$ cat src/design/jdb_pkg.sv
// Shared types, constants and codes for the jack detect and button debounce block.
package jdb_pkg;

  // Hold counter width; counters saturate at all ones.
  localparam int unsigned HoldBits    = 8;
  localparam int unsigned CfgTickBits = 8;
  localparam int unsigned CfgIdxBits  = 3;
  localparam int unsigned CmpBits     = (HoldBits > CfgTickBits) ? HoldBits : CfgTickBits;

  localparam logic [HoldBits-1:0] HoldMax = '1;

  typedef logic [HoldBits-1:0]    hold_t;
  typedef logic [CfgTickBits-1:0] ticks_t;
  typedef logic [CmpBits-1:0]     cmp_t;

  typedef enum logic [1:0] {
    KeyNone  = 2'd0,
    KeyMedia = 2'd1,
    KeyEnd   = 2'd2
  } key_e;

  typedef enum logic [CfgIdxBits-1:0] {
    CfgDetectInvert   = 3'd0,
    CfgButtonInvert   = 3'd1,
    CfgDetectDebounce = 3'd2,
    CfgButtonDebounce = 3'd3,
    CfgLongPress      = 3'd4
  } cfg_idx_e;

  typedef struct packed {
    logic   detect_invert;
    logic   button_invert;
    ticks_t detect_debounce;
    ticks_t button_debounce;
    ticks_t long_press;
  } jdb_cfg_t;

  // Detect channel events for this tick.
  typedef struct packed {
    logic plug_in;
    logic removal;
  } jdb_evt_t;

endpackage

$ cat src/design/jdb_detect.sv
// Jack detect channel: polarity, hold counter, plug-in and removal events.
module jdb_detect
  import jdb_pkg::*;
(
  input  logic     clk_i,
  input  logic     rst_ni,
  input  logic     step_i,
  input  logic     pin_i,
  input  jdb_cfg_t cfg_i,
  output jdb_evt_t evt_o,
  output logic     jack_d_o
);

  logic  level_q, level_d;
  hold_t hold_q, hold_d;
  logic  counting_q, counting_d;
  logic  jack_q, jack_d;
  logic  act;

  assign act = pin_i ^ cfg_i.detect_invert;

  always_comb begin
    level_d    = level_q;
    hold_d     = hold_q;
    counting_d = counting_q;
    jack_d     = jack_q;
    evt_o      = '0;
    if (act != level_q) begin
      level_d    = act;
      hold_d     = '0;
      counting_d = 1'b1;
    end else if (counting_q && (hold_q != HoldMax)) begin
      hold_d = hold_q + hold_t'(1);
      if (!level_q) begin
        counting_d    = 1'b0;
        jack_d        = 1'b0;
        evt_o.removal = 1'b1;
      end else if (cmp_t'(hold_d) == cmp_t'(cfg_i.detect_debounce)) begin
        counting_d    = 1'b0;
        jack_d        = 1'b1;
        evt_o.plug_in = 1'b1;
      end
    end
  end

  assign jack_d_o = jack_d;

  always_ff @(posedge clk_i or negedge rst_ni) begin
    if (!rst_ni) begin
      level_q    <= 1'b0;
      hold_q     <= '0;
      counting_q <= 1'b0;
      jack_q     <= 1'b0;
    end else if (step_i) begin
      level_q    <= level_d;
      hold_q     <= hold_d;
      counting_q <= counting_d;
      jack_q     <= jack_d;
    end
  end

  // plug-in only ever reported on an active level
  a_plug_active: assert property (@(posedge clk_i) disable iff (!rst_ni)
    $rose(jack_q) |-> level_q)
    else $error("jack reported in while detect level inactive");

endmodule

$ cat src/design/jdb_button.sv
// Button channel: debounce, press steps and key pulses, gated by jack state.
module jdb_button
  import jdb_pkg::*;
(
  input  logic     clk_i,
  input  logic     rst_ni,
  input  logic     step_i,
  input  logic     pin_i,
  input  jdb_cfg_t cfg_i,
  input  jdb_evt_t evt_i,
  output key_e     key_o,
  output logic     armed_d_o
);

  logic        level_q, level_d;
  hold_t       hold_q, hold_d;
  logic        counting_q, counting_d;
  logic        en_q, en_d;
  logic [1:0]  step_q, step_d;
  logic        act;
  logic        hit;

  assign act = pin_i ^ cfg_i.button_invert;

  always_comb begin
    level_d    = level_q;
    hold_d     = hold_q;
    counting_d = counting_q;
    en_d       = en_q;
    step_d     = step_q;
    key_o      = KeyNone;
    hit        = 1'b0;
    if (en_q) begin
      if (act != level_q) begin
        level_d    = act;
        hold_d     = '0;
        counting_d = 1'b1;
      end else if (counting_q && (hold_q != HoldMax)) begin
        hold_d = hold_q + hold_t'(1);
        hit = (cmp_t'(hold_d) >= cmp_t'(cfg_i.button_debounce)) &&
              ((cmp_t'(hold_d) == cmp_t'(cfg_i.button_debounce)) ||
               (cmp_t'(hold_d) == cmp_t'(cfg_i.long_press)));
        if (hit) begin
          if (level_q) begin
            step_d = step_q + 2'd1;  // 3 wraps to 0
            if (step_d == 2'd2) begin
              key_o = KeyEnd;
            end
          end else begin
            if (step_q == 2'd1) begin
              key_o = KeyMedia;
            end
            step_d     = 2'd0;
            counting_d = 1'b0;
          end
        end
      end
    end
    // detect events act after the button tick
    if (evt_i.removal) begin
      step_d     = 2'd0;
      en_d       = 1'b0;
      level_d    = 1'b0;
      hold_d     = '0;
      counting_d = 1'b0;
    end else if (evt_i.plug_in && !en_q) begin
      en_d       = 1'b1;
      level_d    = 1'b0;
      hold_d     = '0;
      counting_d = 1'b0;
    end
  end

  assign armed_d_o = en_d;

  always_ff @(posedge clk_i or negedge rst_ni) begin
    if (!rst_ni) begin
      level_q    <= 1'b0;
      hold_q     <= '0;
      counting_q <= 1'b0;
      en_q       <= 1'b0;
      step_q     <= 2'd0;
    end else if (step_i) begin
      level_q    <= level_d;
      hold_q     <= hold_d;
      counting_q <= counting_d;
      en_q       <= en_d;
      step_q     <= step_d;
    end
  end

  // disarmed channel holds no debounce state
  a_idle_clear: assert property (@(posedge clk_i) disable iff (!rst_ni)
    !en_q |-> (!counting_q && !level_q && (hold_q == '0)))
    else $error("button state left over while disarmed");

endmodule

$ cat src/design/jack_detect_button_debounce_top.sv
// Top level of the headset jack detect and button debounce block.
//
//  channel | dir | handshake                 | payload
//  --------+-----+---------------------------+-------------------------------------
//  in      | in  | in_valid_i / in_stall_o   | detect_pin_i, button_pin_i
//  out     | out | out_valid_o / out_stall_i | jack_status_o, key_report_o,
//          |     |                           | button_armed_o
//  cfg     | in  | cfg_valid_i / cfg_ready_o | cfg_index_i, cfg_data_i
//
// One request in, one result out. A request is held in an input register,
// then both channel updates run combinationally into the result register;
// a new request is taken every cycle unless in_stall_o is high.
// Reset puts the config registers at their defaults and all channel
// state to zero; the output holds no result.
// in_stall_o rises only while a request sits in the input register and the
// result register is full and stalled. Config writes are always taken.
module jack_detect_button_debounce_top
  import jdb_pkg::*;
(
  input  logic                  clk_i,
  input  logic                  rst_ni,
  input  logic                  in_valid_i,
  output logic                  in_stall_o,
  input  logic                  detect_pin_i,
  input  logic                  button_pin_i,
  output logic                  out_valid_o,
  input  logic                  out_stall_i,
  output logic                  jack_status_o,
  output logic [1:0]            key_report_o,
  output logic                  button_armed_o,
  input  logic                  cfg_valid_i,
  output logic                  cfg_ready_o,
  input  logic [CfgIdxBits-1:0] cfg_index_i,
  input  logic [CfgTickBits-1:0] cfg_data_i
);

  jdb_cfg_t cfg_q;

  logic     in_valid_q;
  logic     det_pin_q, btn_pin_q;
  logic     out_valid_q;
  logic     jack_q;
  key_e     key_q;
  logic     armed_q;

  logic     consume;
  logic     in_take;
  jdb_evt_t evt;
  key_e     key;
  logic     jack_d;
  logic     armed_d;

  // ---- config registers
  assign cfg_ready_o = 1'b1;

  always_ff @(posedge clk_i or negedge rst_ni) begin
    if (!rst_ni) begin
      cfg_q.detect_invert   <= 1'b1;
      cfg_q.button_invert   <= 1'b0;
      cfg_q.detect_debounce <= ticks_t'(20);
      cfg_q.button_debounce <= ticks_t'(2);
      cfg_q.long_press      <= ticks_t'(16);
    end else if (cfg_valid_i && cfg_ready_o) begin
      case (cfg_idx_e'(cfg_index_i))
        CfgDetectInvert:   cfg_q.detect_invert   <= cfg_data_i[0];
        CfgButtonInvert:   cfg_q.button_invert   <= cfg_data_i[0];
        CfgDetectDebounce: cfg_q.detect_debounce <= cfg_data_i;
        CfgButtonDebounce: cfg_q.button_debounce <= cfg_data_i;
        CfgLongPress:      cfg_q.long_press      <= cfg_data_i;
        default: ;
      endcase
    end
  end

  // ---- handshake
  // the held request moves on when the result slot is free or draining
  assign consume    = in_valid_q && (!out_valid_q || !out_stall_i);
  assign in_stall_o = in_valid_q && !consume;
  assign in_take    = in_valid_i && !in_stall_o;

  always_ff @(posedge clk_i or negedge rst_ni) begin
    if (!rst_ni) begin
      in_valid_q <= 1'b0;
    end else if (in_take) begin
      in_valid_q <= 1'b1;
    end else if (consume) begin
      in_valid_q <= 1'b0;
    end
  end

  always_ff @(posedge clk_i) begin
    if (in_take) begin
      det_pin_q <= detect_pin_i;
      btn_pin_q <= button_pin_i;
    end
  end

  // ---- channels
  jdb_detect u_detect (
    .clk_i    (clk_i),
    .rst_ni   (rst_ni),
    .step_i   (consume),
    .pin_i    (det_pin_q),
    .cfg_i    (cfg_q),
    .evt_o    (evt),
    .jack_d_o (jack_d)
  );

  jdb_button u_button (
    .clk_i     (clk_i),
    .rst_ni    (rst_ni),
    .step_i    (consume),
    .pin_i     (btn_pin_q),
    .cfg_i     (cfg_q),
    .evt_i     (evt),
    .key_o     (key),
    .armed_d_o (armed_d)
  );

  // ---- result register
  always_ff @(posedge clk_i or negedge rst_ni) begin
    if (!rst_ni) begin
      out_valid_q <= 1'b0;
    end else if (consume) begin
      out_valid_q <= 1'b1;
    end else if (!out_stall_i) begin
      out_valid_q <= 1'b0;
    end
  end

  always_ff @(posedge clk_i) begin
    if (consume) begin
      jack_q  <= jack_d;
      key_q   <= key;
      armed_q <= armed_d;
    end
  end

  assign out_valid_o    = out_valid_q;
  assign jack_status_o  = jack_q;
  assign key_report_o   = key_q;
  assign button_armed_o = armed_q;

  // ---- checks
  a_stall_cause: assert property (@(posedge clk_i) disable iff (!rst_ni)
    in_stall_o |-> (out_valid_o && out_stall_i))
    else $error("input stalled without a blocked result");

  a_armed_jack: assert property (@(posedge clk_i) disable iff (!rst_ni)
    out_valid_o |-> (button_armed_o == jack_status_o))
    else $error("button armed state disagrees with jack state");

  a_one_key: assert property (@(posedge clk_i) disable iff (!rst_ni)
    out_valid_o |-> (key_report_o != 2'd3))
    else $error("undefined key code reported");

endmodule
$ cat config.mk
export PLATFORM = sky130hd
export DESIGN_NAME = jack_detect_button_debounce_top
export DESIGN_NICKNAME = d
export VERILOG_FILES = /design/src/design/jdb_pkg.sv /design/src/design/jdb_detect.sv /design/src/design/jdb_button.sv /design/src/design/jack_detect_button_debounce_top.sv
export SDC_FILE = /design/constraint.sdc
export NUM_CORES = 1
export LEC_CHECK = 0
export BUFFER_PORTS_ARGS = -buffer_cell sky130_fd_sc_hd__clkbuf_2
export CAP_MARGIN = 20
export CORE_MARGIN = 1
export CORE_UTILIZATION = 45
export CTS_CLUSTER_DIAMETER = 40
export DETAILED_ROUTE_END_ITERATION = 7
export PLACE_DENSITY_LB_ADDON = 0.12
export SLEW_MARGIN = 20
export SYNTH_ARGS = -nofsm -noshare
export SYNTH_HDL_FRONTEND = slang
export SYNTH_SLANG_ARGS = --single-unit
$ cat constraint.sdc
create_clock -name clk_i -period 8.17 [get_ports clk_i]
set_input_delay 1.2255 -clock clk_i [delete_from_list [all_inputs] [get_ports clk_i]]
set_output_delay 1.2255 -clock clk_i [all_outputs]
set_load 0.1 [all_outputs]
Word level (Yosys, flattened, before mapping)
Index checks and enable logic that the tools add are counted.
{"block": "classes", "add_sub_neg": 3, "n_lt_le_gt_ge": 1, "n_eq_ne": 17, "mux": 46, "bitwise": 5, "n_reduce_logical": 37}
{"cell": "8-bit two-way mux", "count": 7}
{"cell": "1-bit two-way mux", "count": 29}
{"cell": "8-bit equality test", "count": 3}
{"cell": "2-bit two-way mux", "count": 10}
{"cell": "8-bit by 1-bit adder with 8-bit output, second input constant", "count": 2}
{"cell": "8-bit != test, second input constant", "count": 2}
{"cell": "2-bit AND reduction", "count": 7}
{"cell": "5-bit AND reduction", "count": 2}
{"cell": "2-bit nonzero test", "count": 5}
{"cell": "3-bit AND reduction", "count": 3}
{"cell": "8-bit greater-or-equal comparator", "count": 1}
{"cell": "4-bit nonzero test", "count": 2}
{"cell": "1-bit logical AND", "count": 7}
{"cell": "3-bit by 2-bit equality test with 1-bit output, second input constant", "count": 2}
{"cell": "3-bit nonzero test", "count": 2}
{"cell": "1-bit logical NOT", "count": 5}
{"cell": "4-bit != test, second input constant", "count": 1}
{"cell": "4-bit OR reduction", "count": 1}
{"cell": "3-bit by 1-bit equality test with 1-bit output, second input constant", "count": 1}
{"cell": "3-bit equality test, second input constant", "count": 1}
{"cell": "3-bit logical NOT", "count": 1}
{"cell": "3-bit != test, second input constant", "count": 1}
{"cell": "1-bit inverter", "count": 3}
{"cell": "2-bit by 1-bit adder with 2-bit output, second input constant", "count": 1}
{"cell": "7 further kinds", "count": 10}
{"block": "totals", "reg_bits": 58, "out_inout_bits": 7, "elab_cells": 130}

Depth between registers and ports, before layout
{"block": "depth", "ltp_word": 10, "ltp_mapped": 12, "ltp_nobuf": 11}

Hierarchy
A second synthesis with hierarchy kept.
{"block": "hier_totals", "hier_cells": 312, "hier_area_um2": 3424.5}
{"mod": "jack_detect_button_debounce_top", "instances": 1, "cells_per_inst": 75, "area_per_inst_um2": 1345.0, "seq_area_each_um2": 887.1}
{"mod": "jdb_button", "instances": 1, "cells_per_inst": 135, "area_per_inst_um2": 1178.6, "seq_area_each_um2": 325.3}
{"mod": "jdb_detect", "instances": 1, "cells_per_inst": 102, "area_per_inst_um2": 900.9, "seq_area_each_um2": 275.3}

Least setup slack after synthesis
Ideal clock, no wire load.
{"block": "synth_timing", "path_kind": "input port to output port", "start": "input out_stall_i", "end": "output in_stall_o", "t_arrival_ns": 1.970, "setup_slack_ns": 4.974, "cell_stages": 2, "n_path_buf": 0, "cell_sequence": "nand3_1 -> inv_1"}
{"block": "synth_between", "elab_chain_len": 5}
{"element": "start, declared", "line": "jack_detect_button_debounce_top.sv:27", "text": "input logic out_stall_i,"}
{"element": "1-bit logical NOT"}
{"element": "1-bit logical OR", "line": "jack_detect_button_debounce_top.sv:77", "text": "assign consume = in_valid_q && (!out_valid_q || !out_stall_i);"}
{"element": "1-bit logical AND", "line": "jack_detect_button_debounce_top.sv:77"}
{"element": "1-bit logical NOT", "line": "jack_detect_button_debounce_top.sv:78", "text": "assign in_stall_o = in_valid_q && !consume;"}
{"element": "1-bit logical AND", "line": "jack_detect_button_debounce_top.sv:78"}
{"element": "end, declared", "line": "jack_detect_button_debounce_top.sv:23", "text": "output logic in_stall_o,"}
No other way between the ends.

Worst setup path after layout
Same ends and word-level chain as after synthesis.

==> run summary <==
Layout cells sized above 1: 22.03%
Most common cell in the netlist: dfrtp_1
Remaining Overflow, GRT: 0
Antenna Nets Post-Route: 0
H-Tree Depth: 3
Post-synthesis cell count: 320
Iteration-0 DRC Markers: 135
Synth Cell Area: 3304 um2
Setup TNS: 0 ps
Clock power frac: 27.4%
Skew-Pair Late Insertion Delay: 330 ps
Post-CTS Setup Bufs: 0
Routed length on met3: 214 um
Area share of the largest cell type after synthesis: 35.59%
Die area: 7690 um2
Fmax: 317.4 MHz
Metal-1 WL: 3362 um
Syn nets: 349
Crit path kind: in -> out
GRT Resource Usage Total: 19.68%
CTS Buf Count: 9
Hold Slack: 498.7 ps
Routed WL: 6537 um
Critical Path Fanout Max: 3
Dpl hpwl: 4738 um
Post-synth cell types: 53
Dominant cell type by area after synthesis: dfrtp_1
Die height: 87.69 um
WL met2: 2849 um
# rows: 30
Arrival time at the worst endpoint: 1930 ps
Placed instance area: 3472 um2
Util after Layout: 52.79%
Ant. Diodes: 0
Synthesized area per cell: 10.33 um2
MaxCap Viol Count: 0
Clock slew at reported path FFs: 60 ps
Io pins: 25
VDD IR max: 0.1085 mV
Synth top area cells: dfrtp_1, mux2_2, edfxtp_1
Vias per cell: 5.531
Fin crit period: 3151 ps
Root Driver: clkbuf_8
Max Used Layer: met4
Largest net degree at the start of global routing: 53
GPL Wtd Cong: 0.8061
Worst slew margin: 55.04%
Final instance area: 3666 um2
Routed WL per cell: 14.82 um
Initial Util: 47.59%
Final Hold Viols: 0
Critical path startpoint category: input port
Flops & latches, synth: 58
Sw frac: 35.07%
Final nets: 369
Remaining DRCs: 0
Slew Limit Fails: 0
Clock Path Buffers: 2
Vias: 2,439
Status: finished, final reports clean
Post-synth top cells: dfrtp_1, nand2_1, mux2_2
Clk_skew: 6.259 ps
DIE WIDTH: 87.69 um
Area Overhead vs Synth: 10.94%
CP endpoint kind: primary output
Leak: 1.587 nW
Critical path required time: 6940 ps
YS warnings: 0
CTS Hold Bufs: 0
Final worst-path cycle share: 38.57%
Power Internal: 0.6105 mW
Slew @ Worst Pin: 672.0 ps
First-pass GRT wire length: 11,380 um
Ys async rst share: 89.66%
RSZ-0062 raised after global routing: no
Number of antenna violations at the first check in global routing: 0
Count of final setup violators: 0
Post_cts resized: 0
DR pass1 iterations: 4
Port buffer count: 23
Comb pwr share: 29.0%
Flop pwr share: 43.6%
Top_reg_cell synth: dfrtp_1
Sequential-to-total area share from yosys stat: 45.02%
Power Density: 256.5 nW/um2
Worst min path class: reg -> reg
Clock sink total: 58
Switching power total: 0.3297 mW
CTS tree: yes
Core Box Area: 6944 um2
EDFF count, synth: 6
Vias in the first global route: 2,331
==> cell type report <==
class                      count  area [um2]
multi-input combinational    229        1674
clock buffer                  10       137.6
inverter                      18       67.56
timing repair buffer          24       122.6
clock inverter                 6       56.30
fill                         656        3278
sequential                    58        1488
tap                           96       120.1
==> worst paths after layout <==
path,start,to,slack (ps),cells past startpoint
min reg2reg,in_valid_q,out_valid_o,500,1
max reg2reg,u_detect.hold_q[0],u_button.hold_q[2],5200,7
min in group asynchronous,rst_ni,u_button.hold_q[2],1020,2
max,out_stall_i,in_stall_o,5020,4
max in group asynchronous,rst_ni,cfg_q[16],6710,2
min,in_valid_q,out_valid_o,500,1
==> per-stage QoR <==
stage | cells | total power, mW | setup WS, ps
final | 441 | 0.9402 | 5019
after detailed placement | 425 | 0.6871 | 5007
after CTS | 441 | 0.9489 | 5004
after global placement | 425 | 0.6799 | 5031
after global routing | 441 | 1.006 | 4933
after floorplan | 320 | 0.6193 | 4974
==> kinds of logic (layout without fill, tap and decap cells) <==
| logic type | count (synthesis) | count (layout) | synth area share, % |
|---|---|---|---|
| adders and majority gates | 11 | 11 | 4.165 |
| xor gates and xnor gates | 30 | 30 | 8.822 |
| DFF | 58 | 58 | 45.02 |
| buffers and inverters | 33 | 58 | 4.316 |
| AOI/OAI and AO/OA | 66 | 66 | 13.75 |
| muxes | 27 | 27 | 9.201 |
| and+or+nand+nor | 94 | 94 | 14.62 |
| other | 1 | 1 | 0.1135 |
==> layout by cell type, fill, tap and decap left out, types with 3 or more instances in the layout <==
cell and instances:
a211oi_1 3, a21oi_1 5, a31oi_1 3, and3_1 4, and4_1 3, clkbuf_2 23, clkbuf_8 10, clkinv_2 3
dfrtp_1 47, dfstp_2 5, edfxtp_1 6, ha_1 11, inv_1 17, mux2_2 27, nand2_1 30, nand2b_1 5
nand3_1 12, nand4_1 3, nor2_1 17, nor3_1 6, o211ai_1 5, o21ai_0 16, o21ai_1 11, o31ai_1 4
o41ai_1 4, or3_1 3, xnor2_1 13, xor2_1 15
==> state kept, by name, summed over array words and instances, names as in the netlist, 2 cells and up <==
name,count
cfg_q,26
key_report_o,2
u_button.hold_q,8
u_button.step_q,2
u_detect.hold_q,8
==> worst max-delay path: stages <==
cell      delay [ps]
clkbuf_2          90
nand3_1          100
inv_1             70
clkbuf_2         440
==> power groups by stage <==
stage               clock network, mW  logic (mW)  registers (mW)
detailed placement                  0       0.273           0.415
global route                    0.280       0.307           0.419
finish                          0.258       0.272           0.410
global placement                    0       0.267           0.413
CTS                             0.265       0.274           0.409
floorplan                           0       0.209           0.410
==> layer usage <==
| layer | GRT usage (%) | up-vias |
|---|---|---|
| met5 | 0 | - |
| met2 | 28.69 | 50 |
| li1 | - | 1187 |
| met1 | 28.49 | 1192 |
| met3 | 3.676 | 10 |
| met4 | 8.793 | 0 |
No activity file was read; power rests on OpenSTA's default activity.
